File: src/design/mbps_pkg.sv
// ----------------------------------------------------------------------------
// Masked byte pattern scan - package
// Shared constants, register map and the structs passed between the modules.
// ----------------------------------------------------------------------------
`default_nettype none

package mbps_pkg;

   // Defaults of the top level parameters
   localparam int MBPS_MAX_PATTERN = 16;
   localparam int MBPS_OFFSET_BITS = 32;

   // Pattern storage is fixed at 16 bytes
   localparam int PATTERN_BYTES = 16;
   localparam int LEN_W         = 5;

   // Result queue depth, two slots of headroom for a match plus a final
   localparam int RSP_DEPTH = 4;

   // Register map, register i at byte address 8*i
   localparam int CSR_ADDR_W = 6;
   localparam int CSR_DATA_W = 64;

   typedef enum logic [2:0] {
      CSR_BASE_ADDRESS = 3'd0,
      CSR_PATTERN_LOW  = 3'd1,
      CSR_PATTERN_HIGH = 3'd2,
      CSR_CARE_MASK    = 3'd3,
      CSR_PATTERN_LEN  = 3'd4,
      CSR_REPORT_ALL   = 3'd5
   } csr_index_type;

   // Live configuration seen by the matcher
   typedef struct packed {
      logic [63:0]                         base_address;
      logic [PATTERN_BYTES-1:0][7:0]       pattern;
      logic [PATTERN_BYTES-1:0]            care_mask;
      logic [LEN_W-1:0]                    pattern_length;
      logic                                report_all;
   } cfg_type;

   // One result item
   typedef struct packed {
      logic [63:0] match_address;
      logic        is_match;
      logic        is_final;
   } result_type;

   // Results made by one byte, first in order first
   typedef struct packed {
      logic [1:0] count;
      result_type first;
      result_type second;
   } push_type;

endpackage

`default_nettype wire

File: src/design/mbps_csr.sv
// ----------------------------------------------------------------------------
// Masked byte pattern scan - register file
// APB-style access to base address, pattern, care mask, length and mode.
// ----------------------------------------------------------------------------
`default_nettype none

module mbps_csr
   import mbps_pkg::*;
(
   input  wire logic                  clock,
   input  wire logic                  reset,
   input  wire logic                  csr_psel,
   input  wire logic                  csr_penable,
   input  wire logic                  csr_pwrite,
   input  wire logic [CSR_ADDR_W-1:0] csr_paddr,
   input  wire logic [CSR_DATA_W-1:0] csr_pwdata,
   output logic      [CSR_DATA_W-1:0] csr_prdata,
   output logic                       csr_pready,
   output cfg_type                    cfg
);

   logic [63:0]              base_ff,  base_in;
   logic [63:0]              pat_lo_ff, pat_lo_in;
   logic [63:0]              pat_hi_ff, pat_hi_in;
   logic [PATTERN_BYTES-1:0] care_ff,  care_in;
   logic [LEN_W-1:0]         len_ff,   len_in;
   logic                     all_ff,   all_in;
   logic                     wr_en;
   csr_index_type            index;

   assign csr_pready = 1'b1;
   assign wr_en      = csr_psel & csr_penable & csr_pwrite & csr_pready;
   assign index      = csr_index_type'(csr_paddr[5:3]);

   // Write decode
   always_comb begin
      base_in   = base_ff;
      pat_lo_in = pat_lo_ff;
      pat_hi_in = pat_hi_ff;
      care_in   = care_ff;
      len_in    = len_ff;
      all_in    = all_ff;
      if (wr_en) begin
         case (index)
            CSR_BASE_ADDRESS: base_in   = csr_pwdata;
            CSR_PATTERN_LOW:  pat_lo_in = csr_pwdata;
            CSR_PATTERN_HIGH: pat_hi_in = csr_pwdata;
            CSR_CARE_MASK:    care_in   = csr_pwdata[PATTERN_BYTES-1:0];
            CSR_PATTERN_LEN:  len_in    = csr_pwdata[LEN_W-1:0];
            CSR_REPORT_ALL:   all_in    = csr_pwdata[0];
            default:          ;
         endcase
      end
   end

   always_ff @(posedge clock) begin
      if (reset) begin
         base_ff   <= '0;
         pat_lo_ff <= '0;
         pat_hi_ff <= '0;
         care_ff   <= '0;
         len_ff    <= '0;
         all_ff    <= 1'b0;
      end else begin
         base_ff   <= base_in;
         pat_lo_ff <= pat_lo_in;
         pat_hi_ff <= pat_hi_in;
         care_ff   <= care_in;
         len_ff    <= len_in;
         all_ff    <= all_in;
      end
   end

   // Read mux
   always_comb begin
      case (index)
         CSR_BASE_ADDRESS: csr_prdata = base_ff;
         CSR_PATTERN_LOW:  csr_prdata = pat_lo_ff;
         CSR_PATTERN_HIGH: csr_prdata = pat_hi_ff;
         CSR_CARE_MASK:    csr_prdata = {{(CSR_DATA_W-PATTERN_BYTES){1'b0}}, care_ff};
         CSR_PATTERN_LEN:  csr_prdata = {{(CSR_DATA_W-LEN_W){1'b0}}, len_ff};
         CSR_REPORT_ALL:   csr_prdata = {{(CSR_DATA_W-1){1'b0}}, all_ff};
         default:          csr_prdata = '0;
      endcase
   end

   assign cfg.base_address   = base_ff;
   assign cfg.pattern        = {pat_hi_ff, pat_lo_ff};
   assign cfg.care_mask      = care_ff;
   assign cfg.pattern_length = len_ff;
   assign cfg.report_all     = all_ff;

endmodule

`default_nettype wire

File: src/design/mbps_matcher.sv
// ----------------------------------------------------------------------------
// Masked byte pattern scan - matcher
// Shift window, parallel masked compare and region bookkeeping, one byte
// per transfer.
// ----------------------------------------------------------------------------
`default_nettype none

module mbps_matcher
   import mbps_pkg::*;
#(
   parameter int MAX_PATTERN = MBPS_MAX_PATTERN,
   parameter int OFFSET_BITS = MBPS_OFFSET_BITS
)
(
   input  wire logic       clock,
   input  wire logic       reset,
   input  wire logic       accept,
   input  wire logic [7:0] data_byte,
   input  wire logic       end_of_region,
   input  wire cfg_type    cfg,
   output push_type        push
);

   // Only the newest min(MAX_PATTERN, 16) bytes can take part in a match
   localparam int WIN_DEPTH = (MAX_PATTERN < PATTERN_BYTES) ? MAX_PATTERN : PATTERN_BYTES;
   localparam int FILL_W    = $clog2(WIN_DEPTH + 1);

   logic [WIN_DEPTH-1:0][7:0] win_ff, win_in;
   logic [FILL_W-1:0]         fill_ff, fill_in;
   logic [OFFSET_BITS-1:0]    seen_ff, seen_in;
   logic [LEN_W-1:0]          skip_ff, skip_in;
   logic                      reported_ff, reported_in;

   logic [LEN_W-1:0]          len;
   logic [PATTERN_BYTES-1:0]  byte_ok;
   logic                      window_hit;
   logic                      fire;
   logic [OFFSET_BITS-1:0]    start;
   result_type                match_res;
   result_type                final_res;

   // Clamp length to the window
   assign len = (cfg.pattern_length > LEN_W'(WIN_DEPTH)) ? LEN_W'(WIN_DEPTH)
                                                         : cfg.pattern_length;

   // Window after this byte, newest at entry 0
   always_comb begin
      win_in[0] = data_byte;
      for (int w = 1; w < WIN_DEPTH; w++) begin
         win_in[w] = win_ff[w-1];
      end
   end

   assign fill_in = (fill_ff < FILL_W'(WIN_DEPTH)) ? fill_ff + 1'b1 : fill_ff;
   assign seen_in = seen_ff + 1'b1;

   // Pattern byte i lines up with window entry len-1-i
   always_comb begin
      for (int i = 0; i < PATTERN_BYTES; i++) begin
         byte_ok[i] = (i >= int'(len)) || !cfg.care_mask[i];
         for (int w = 0; w < WIN_DEPTH; w++) begin
            if ((w + i + 1) == int'(len) && cfg.care_mask[i]) begin
               byte_ok[i] = (win_in[w] == cfg.pattern[i]);
            end
         end
      end
   end

   assign window_hit = &byte_ok;

   assign fire = (skip_ff == '0) && (len != '0)
              && (LEN_W'(fill_in) >= len)
              && (cfg.report_all || !reported_ff) && window_hit;

   assign start = seen_in - OFFSET_BITS'(len);

   assign match_res.match_address = cfg.base_address + 64'(start);
   assign match_res.is_match      = 1'b1;
   assign match_res.is_final      = 1'b0;

   assign final_res.match_address = '0;
   assign final_res.is_match      = 1'b0;
   assign final_res.is_final      = 1'b1;

   // Results for this byte, a match goes ahead of the terminal result
   always_comb begin
      push.count  = '0;
      push.first  = final_res;
      push.second = final_res;
      if (accept) begin
         if (fire) begin
            push.first = match_res;
            push.count = end_of_region ? 2'd2 : 2'd1;
         end else begin
            push.count = end_of_region ? 2'd1 : 2'd0;
         end
      end
   end

   // Skip and first-match bookkeeping
   always_comb begin
      skip_in     = skip_ff;
      reported_in = reported_ff;
      if (skip_ff != '0) begin
         skip_in = skip_ff - 1'b1;
      end else if (fire) begin
         reported_in = 1'b1;
         if (cfg.report_all) begin
            skip_in = len - 1'b1;
         end
      end
   end

   // Window contents need no reset: entries beyond the fill are never compared
   always_ff @(posedge clock) begin
      if (accept) begin
         win_ff <= win_in;
      end
   end

   always_ff @(posedge clock) begin
      if (reset) begin
         fill_ff     <= '0;
         seen_ff     <= '0;
         skip_ff     <= '0;
         reported_ff <= 1'b0;
      end else if (accept) begin
         if (end_of_region) begin
            fill_ff     <= '0;
            seen_ff     <= '0;
            skip_ff     <= '0;
            reported_ff <= 1'b0;
         end else begin
            fill_ff     <= fill_in;
            seen_ff     <= seen_in;
            skip_ff     <= skip_in;
            reported_ff <= reported_in;
         end
      end
   end

endmodule

`default_nettype wire

File: src/design/mbps_result_fifo.sv
// ----------------------------------------------------------------------------
// Masked byte pattern scan - result queue
// Small queue that takes up to two results per cycle and hands out one.
// ----------------------------------------------------------------------------
`default_nettype none

module mbps_result_fifo
   import mbps_pkg::*;
(
   input  wire logic     clock,
   input  wire logic     reset,
   input  wire push_type push,
   output logic          push_ready,
   output logic          rsp_tvalid,
   input  wire logic     rsp_tready,
   output result_type    rsp_head
);

   localparam int PTR_W = $clog2(RSP_DEPTH);
   localparam int CNT_W = $clog2(RSP_DEPTH + 1);

   result_type        mem [RSP_DEPTH];
   logic [PTR_W-1:0]  wp_ff, wp_in;
   logic [PTR_W-1:0]  rp_ff, rp_in;
   logic [CNT_W-1:0]  cnt_ff, cnt_in;
   logic              pop;

   // Ready only while there is room for a match and a terminal result
   assign push_ready = (cnt_ff <= CNT_W'(RSP_DEPTH - 2));
   assign rsp_tvalid = (cnt_ff != '0);
   assign rsp_head   = mem[rp_ff];
   assign pop        = rsp_tvalid & rsp_tready;

   assign wp_in  = wp_ff + PTR_W'(push.count);
   assign rp_in  = rp_ff + PTR_W'(pop);
   assign cnt_in = cnt_ff + CNT_W'(push.count) - CNT_W'(pop);

   // Storage writes
   always_ff @(posedge clock) begin
      if (push.count != 2'd0) begin
         mem[wp_ff] <= push.first;
      end
      if (push.count == 2'd2) begin
         mem[wp_ff + 1'b1] <= push.second;
      end
   end

   always_ff @(posedge clock) begin
      if (reset) begin
         wp_ff  <= '0;
         rp_ff  <= '0;
         cnt_ff <= '0;
      end else begin
         wp_ff  <= wp_in;
         rp_ff  <= rp_in;
         cnt_ff <= cnt_in;
      end
   end

endmodule

`default_nettype wire

File: src/design/masked_byte_pattern_scan_top.sv
// ----------------------------------------------------------------------------
// Masked byte pattern scan - top level
// Usage:
//   req_ carries one byte of the scanned region per transfer, req_tlast on
//   the region's final byte. rsp_ carries results: rsp_tdata is the match
//   address (base plus start offset), rsp_tuser flags a match and
//   rsp_tlast flags the terminal result that follows the final byte.
//   csr_ is the register port; write it only while the block is idle.
//   Results of a byte are written into the result queue, then shown on rsp_.
//   Throughput: one byte per cycle while req_tready is high; a final byte that
//   also completes a match gives two results, which leave one at a time
//   through the single read port of the result queue.
//   req_tready stays high while the result queue has two free slots, so a
//   stalled receiver backs the input up after a few results.
//   Reset clears region state, queue and CSRs, not the window; no sweep.
// ----------------------------------------------------------------------------
`default_nettype none

module masked_byte_pattern_scan_top
   import mbps_pkg::*;
#(
   parameter int MAX_PATTERN = MBPS_MAX_PATTERN,
   parameter int OFFSET_BITS = MBPS_OFFSET_BITS
)
(
   input  wire logic                  clock,
   input  wire logic                  reset,
   // req_tdata: [7:0] data_byte
   input  wire logic                  req_tvalid,
   output logic                       req_tready,
   input  wire logic [7:0]            req_tdata,
   input  wire logic                  req_tlast,
   // rsp_tdata: [63:0] match_address; rsp_tuser: [0] is_match
   output logic                       rsp_tvalid,
   input  wire logic                  rsp_tready,
   output logic [63:0]                rsp_tdata,
   output logic                       rsp_tuser,
   output logic                       rsp_tlast,
   input  wire logic                  csr_psel,
   input  wire logic                  csr_penable,
   input  wire logic                  csr_pwrite,
   input  wire logic [CSR_ADDR_W-1:0] csr_paddr,
   input  wire logic [CSR_DATA_W-1:0] csr_pwdata,
   output logic      [CSR_DATA_W-1:0] csr_prdata,
   output logic                       csr_pready
);

   cfg_type    cfg;
   push_type   push;
   result_type head;
   logic       accept;

   assign accept = req_tvalid & req_tready;

   mbps_csr u_csr (
      .clock       (clock),
      .reset       (reset),
      .csr_psel    (csr_psel),
      .csr_penable (csr_penable),
      .csr_pwrite  (csr_pwrite),
      .csr_paddr   (csr_paddr),
      .csr_pwdata  (csr_pwdata),
      .csr_prdata  (csr_prdata),
      .csr_pready  (csr_pready),
      .cfg         (cfg)
   );

   mbps_matcher #(
      .MAX_PATTERN (MAX_PATTERN),
      .OFFSET_BITS (OFFSET_BITS)
   ) u_matcher (
      .clock         (clock),
      .reset         (reset),
      .accept        (accept),
      .data_byte     (req_tdata),
      .end_of_region (req_tlast),
      .cfg           (cfg),
      .push          (push)
   );

   mbps_result_fifo u_fifo (
      .clock      (clock),
      .reset      (reset),
      .push       (push),
      .push_ready (req_tready),
      .rsp_tvalid (rsp_tvalid),
      .rsp_tready (rsp_tready),
      .rsp_head   (head)
   );

   assign rsp_tdata = head.match_address;
   assign rsp_tuser = head.is_match;
   assign rsp_tlast = head.is_final;

endmodule

`default_nettype wire

File: config.mk
export PLATFORM = sky130hd
export DESIGN_NAME = masked_byte_pattern_scan_top
export DESIGN_NICKNAME = d
export VERILOG_FILES = /design/src/design/mbps_pkg.sv /design/src/design/mbps_csr.sv /design/src/design/mbps_matcher.sv /design/src/design/mbps_result_fifo.sv /design/src/design/masked_byte_pattern_scan_top.sv
export SDC_FILE = /design/constraint.sdc
export NUM_CORES = 2
export LEC_CHECK = 0
export CAP_MARGIN = 40
export CORE_MARGIN = 4
export CORE_UTILIZATION = 52
export CTS_BUF_LIST = sky130_fd_sc_hd__clkbuf_8
export CTS_CLUSTER_DIAMETER = 40
export CTS_CLUSTER_SIZE = 20
export DETAILED_ROUTE_END_ITERATION = 6
export DONT_BUFFER_PORTS = 1
export PLACE_DENSITY = 0.7
export REMOVE_ABC_BUFFERS = 1
export SLEW_MARGIN = 30
export SYNTH_ARGS = -nofsm -noshare
export SYNTH_HDL_FRONTEND = slang
export SYNTH_HIERARCHICAL = 1
export SYNTH_SLANG_ARGS = --single-unit
File: constraint.sdc
create_clock -name clock -period 10.6 [get_ports clock]
set_input_delay 3.18 -clock clock [delete_from_list [all_inputs] [get_ports clock]]
set_output_delay 3.18 -clock clock [all_outputs]
set_load 0.05 [all_outputs]
Word level (Yosys, flattened, before mapping)

Memory sizes are Yosys's and may differ from the RTL's. A register that Yosys moved wholly into a read port is not among the register bits.
Cells that the tools add are included.

RAM bits: 264
Output and inout bits: 133
Memories kept: 1
Bits of input ports: 86
Flip-flop bits (word level): 384

Memory list:

| memory     | depth | bits a word | rd ports | clocked after Yosys merged registers in | wr ports | RTL line               | text |
|---|---|---|---|---|---|---|---|
| u_fifo.mem | 4     | 66          | 1        | 1                                       | 2        | mbps_result_fifo.sv:22 | `result_type mem [RSP_DEPTH];` |

Muxes and demuxes: 278
Order comparisons: 20
Bitwise gates (word level): 4
Reduce and logical (&&, ||, !) cells: 312
Add/sub/neg operators: 11
Eq/ne operators: 294

Operator list:

| operator                | number |
|---|---|
| $eq A8 B8 Y1            | 256 |
| $pmux W64 S6            | 1 |
| $mux W1                 | 264 |
| $logic_and A1 B1 Y1     | 260 |
| $eq A5 B5 Y1 const A    | 16 |
| $mux W68                | 1 |
| $mux W66                | 1 |
| $add A64 B32 Y64        | 1 |
| $eq A4 B5 Y1 const A    | 8 |
| $ge A4 B5 Y1 const A    | 8 |
| $mux W5                 | 7 |
| $add A32 B1 Y32 const B | 1 |
| $mux W32                | 1 |
| $sub A32 B5 Y32         | 1 |
| $eq A3 B5 Y1 const A    | 4 |
| $ge A3 B5 Y1 const A    | 4 |
| $logic_not A1 Y1        | 17 |
| $logic_or A1 B1 Y1      | 17 |
| $reduce_and A16 Y1      | 1 |
| $reduce_and A2 Y1       | 6 |
| $eq A2 B5 Y1 const A    | 2 |
| $ge A1 B5 Y1 const A    | 2 |
| $ge A2 B5 Y1 const A    | 2 |
| $reduce_bool A5 Y1      | 2 |
| 24 further kinds        | 36 |

Longest topological paths before layout

Depth in word-level cells: 27
Depth in mapped cells: 29

By module

The synthesis kept the hierarchy.

By module, submodules not included:

| module                       | cells each | sequential area each (um2) | area each (um2) | instances |
|---|---|---|---|---|
| mbps_matcher                 | 3671       | 4464.3                     | 28919.0         | 1 |
| mbps_result_fifo             | 686        | 8067.7                     | 13332.8         | 1 |
| mbps_csr                     | 998        | 4284.1                     | 10283.6         | 1 |
| masked_byte_pattern_scan_top | 1          | 0.0                        | 6.3             | 1 |

Worst setup path after synthesis

Ideal clock, no wire load.

Path type: input port to flip-flop
Start point: input port req_tvalid
End point: memory u_fifo/mem[0][0] (netlist bit) (enable)
Buffers on the path: 1
Arrival time: 9.985 ns
Library setup time: 0.512 ns
Path slack: 0.103 ns
Required time: 10.088 ns
Stages: 5
Path through: and2_1 clkbuf_1 and2_1 nor2_1 a21oi_1

RTL lines:

| element         | RTL line                           | text |
|---|---|---|
| start, declared | masked_byte_pattern_scan_top.sv:29 | `input wire logic req_tvalid,` |
| end, declared   | mbps_result_fifo.sv:22             |  |

Worst setup path in the final report

Start point: input port csr_paddr[3]
End point: output port csr_prdata[16]

Word-level cells in the longest chain between the ends: 2
Elaborated cells between the ends (all ways): 7
Those cells by class: eq/ne: 5; mux: 1; reduce/logical: 1

Ends and longest elaborated chain:

| element                                    | RTL line                           | text |
|---|---|---|
| start, declared                            | masked_byte_pattern_scan_top.sv:42 | `input wire logic [CSR_ADDR_W-1:0] csr_paddr,` |
| $eq A3 B3 Y1, or another cell as far along | mbps_csr.sv:76                     | `case (index)` |
| $pmux W64 S6 (*)                           | mbps_csr.sv:76                     |  |
| end, declared                              | masked_byte_pattern_scan_top.sv:44 | `output logic [CSR_DATA_W-1:0] csr_prdata,` |

Every way passes the cells marked *; elsewhere a longest branch is shown, timed or not.

==> results.toml <==
[status]
status = "complete, but fails checks"
violations = "design-rule violations"

[die]
num_rows = 116
ioPinCount = 219
die_h_um = 326
die_area_mm2 = 0.106
start_util_pct = 52.5
core_mm2 = 0.100
dieWidth_um = 326

[pwr]
ir_worst_vdd_mv = 0.123
total_power_mw = 8.35
leakage_nw = 21.2
powerDensity_mw_per_mm2 = 148

[worst_setup_path]
cp.arrival_ns = 5.18
end_kind = "output pin"
start_kind = "primary input"
critPathKind = "primary input to output pin"
crit_fanout = 72
worst-endpoint-required_ns = 7.42

[logic_synthesis]
synth_cells = 5356
avgSynthCellArea_um2 = 9.81
yosysWarnings = 6
synth_seq_area_share_pct = 32.0
synthArstFlopShare_pct = 0
yosysTopAreaCellShare_pct = 21.9
syn_area_mm2 = 0.0525
yosysTopAreaCell = "edfxtp_1"
synth_area_leaders = "edfxtp_1 22%, xnor2_1 14%, xor2_1 12%"
synth_cell_types = 100
synthFlopType = "edfxtp_1"
ys_ff_latch = 648
synth_edf_count = 384

[sta]
drv_slew = 0
hold_viol_final = 0
rsz0062_at_grt = "no"
skew_ns = 0.0505
final.min_clock_period_ns = 8.36
tightest_slew_ns = 1.07
layout_setup_ws_ns = 2.24
max_slew_margin_pct = 27.9
fmax_ghz = 0.120
setup_violations = 0
fin_tns_setup_ns = 0
fin_crit_sh_pct = 78.9

[clock_tree]
clock_path_buffers = 3
cts_setup_buffers = 0
cts.sinks = 648
root_buffer = "clkbuf_8"
cts_tree = "built"
clk_latency_ns = 0.83
clk_pin_slew_ns = 0.08
htreeDepth = 3
cts_buffers = 103
hold_buffers = 0
ctsResizeCount = 0

[global_routing]
grt_max_degree = 331
grt_pass1_wl_um = 283000
grt_usage_pct = 35.6
grt_overflow = 0
grt_pass1_vias = 40900
antenna_found_initial = 16

[placed_design]
hpwl_um = 132000
io_buffers = 0
dp_slack_ns = 2.10
gp_congestion = 1.04
dpl_cell_area_mm2 = 0.0537

[final_layout]
final_common_cell = "xnor2_1"
nNetsFinal = 5289
area_growth_pct = 7.38
drive_gt1_share_pct = 15.2
finish.instance_area_mm2 = 0.0564
layout_common_cells = "811 x xnor2_1, 723 x xor2_1, 384 x edfxtp_1"

[route]
drc = 2
drtPass1Iterations = 7
drt_iter0_drc = 5855
m1WireLength_um = 73200
highest_layer = "met5"
ant_nets = 0
vias = 43100
wl_um = 198000
met2_length_um = 84300
wl_per_cell_um = 30.2
via_per_inst = 6.58
wl_met3_um = 23100

[hold_path]
min_path_type = "flip-flop to flip-flop"

[flow_run]
drv_cap = 0
[synthesized netlist by cell type (all sizes together) (47+ instances only)]
master	number
edfxtp	384
nand4	223
xor2	723
dfxtp	264
mux4	77
nor4	176
xnor2	811
a2bb2oi	49
a21oi	116
nor2	219
nand2b	289
ha	53
buf	272
nand3	95
nor3	79
clkbuf	363
inv	47
o21ai	104
mux2	270
mux2i	273
nand2	94
[cell families after synthesis]
kind of cell	after synthesis	share of synthesized area, %
compound gates	480	6.02
fa+ha+maj	58	1.41
simple gates	1328	14.3
xor+xnor	1536	25.7
buf+inv	683	5.96
other cells	3	0.0214
mux	620	14.6
flops	648	32.0
[final cells by class]
| cell class | instances | area (um^2) |
|---|---|---|
| inverter | 48 | 180 |
| timing repair buffer | 257 | 2290 |
| tap | 1298 | 1620 |
| clock inverter | 91 | 1070 |
| fill | 8648 | 43700 |
| multi-input combinational | 4089 | 33000 |
| antenna | 8 | 20.0 |
| clock buffer | 104 | 1430 |
| sequential | 648 | 16800 |
[worst paths after layout]
path / start / end / slack [ns] / cells after the start
setup / recovery: csr_paddr[3] / csr_prdata[16] / 2.24 / 4
hold / removal: u_matcher/skip_ff[4] / u_matcher/skip_ff[4] / 0.49 / 2
setup reg to reg: u_csr/len_ff[4] / u_fifo/mem[2][32] / 2.62 / 19
hold reg to reg: u_matcher/skip_ff[4] / u_matcher/skip_ff[4] / 0.49 / 2
[per-stage QoR]
step	std cells	util, %	hold slack [ns]
finish	6543	56.3	0.486
detailed placement	6326	53.6	0.471
global placement	6280	53.1	0.460
floorplan	4785	-	0.448
CTS	6521	56.1	0.486
global route	6541	56.3	0.512
[worst max-delay path: stages]
cell and delay, ns:
nor2b_4 0.67, buf_4 0.32, a2bb2oi_1 0.14, nor2_1 0.75
[layer usage]
layer / GRT usage [%] / up-vias
li1: - / 18200
met1: 44.4 / 20700
met2: 53.7 / 3062
met3: 10.3 / 1032
met4: 23.9 / 2
met5: 0 / -
[registers in the layout (all words and copies together) (netlist names), 3 cells and up]
signal / cells
u_matcher/seen_ff: 32
u_csr/pat_lo_ff: 64
u_csr/pat_hi_ff: 64
u_csr/care_ff: 16
u_fifo/cnt_ff: 3
u_matcher/win_ff: 120
u_csr/base_ff: 64
u_csr/len_ff: 5
u_matcher/skip_ff: 5
u_matcher/fill_ff: 5
u_fifo/mem: 264
[report_power, final]
| part | switching, mW | internal (mW) |
|---|---|---|
| logic | 1.58 | 0.961 |
| clock network | 1.29 | 1.31 |
| registers | 0.331 | 2.87 |
(Power assumes the default switching activity.)
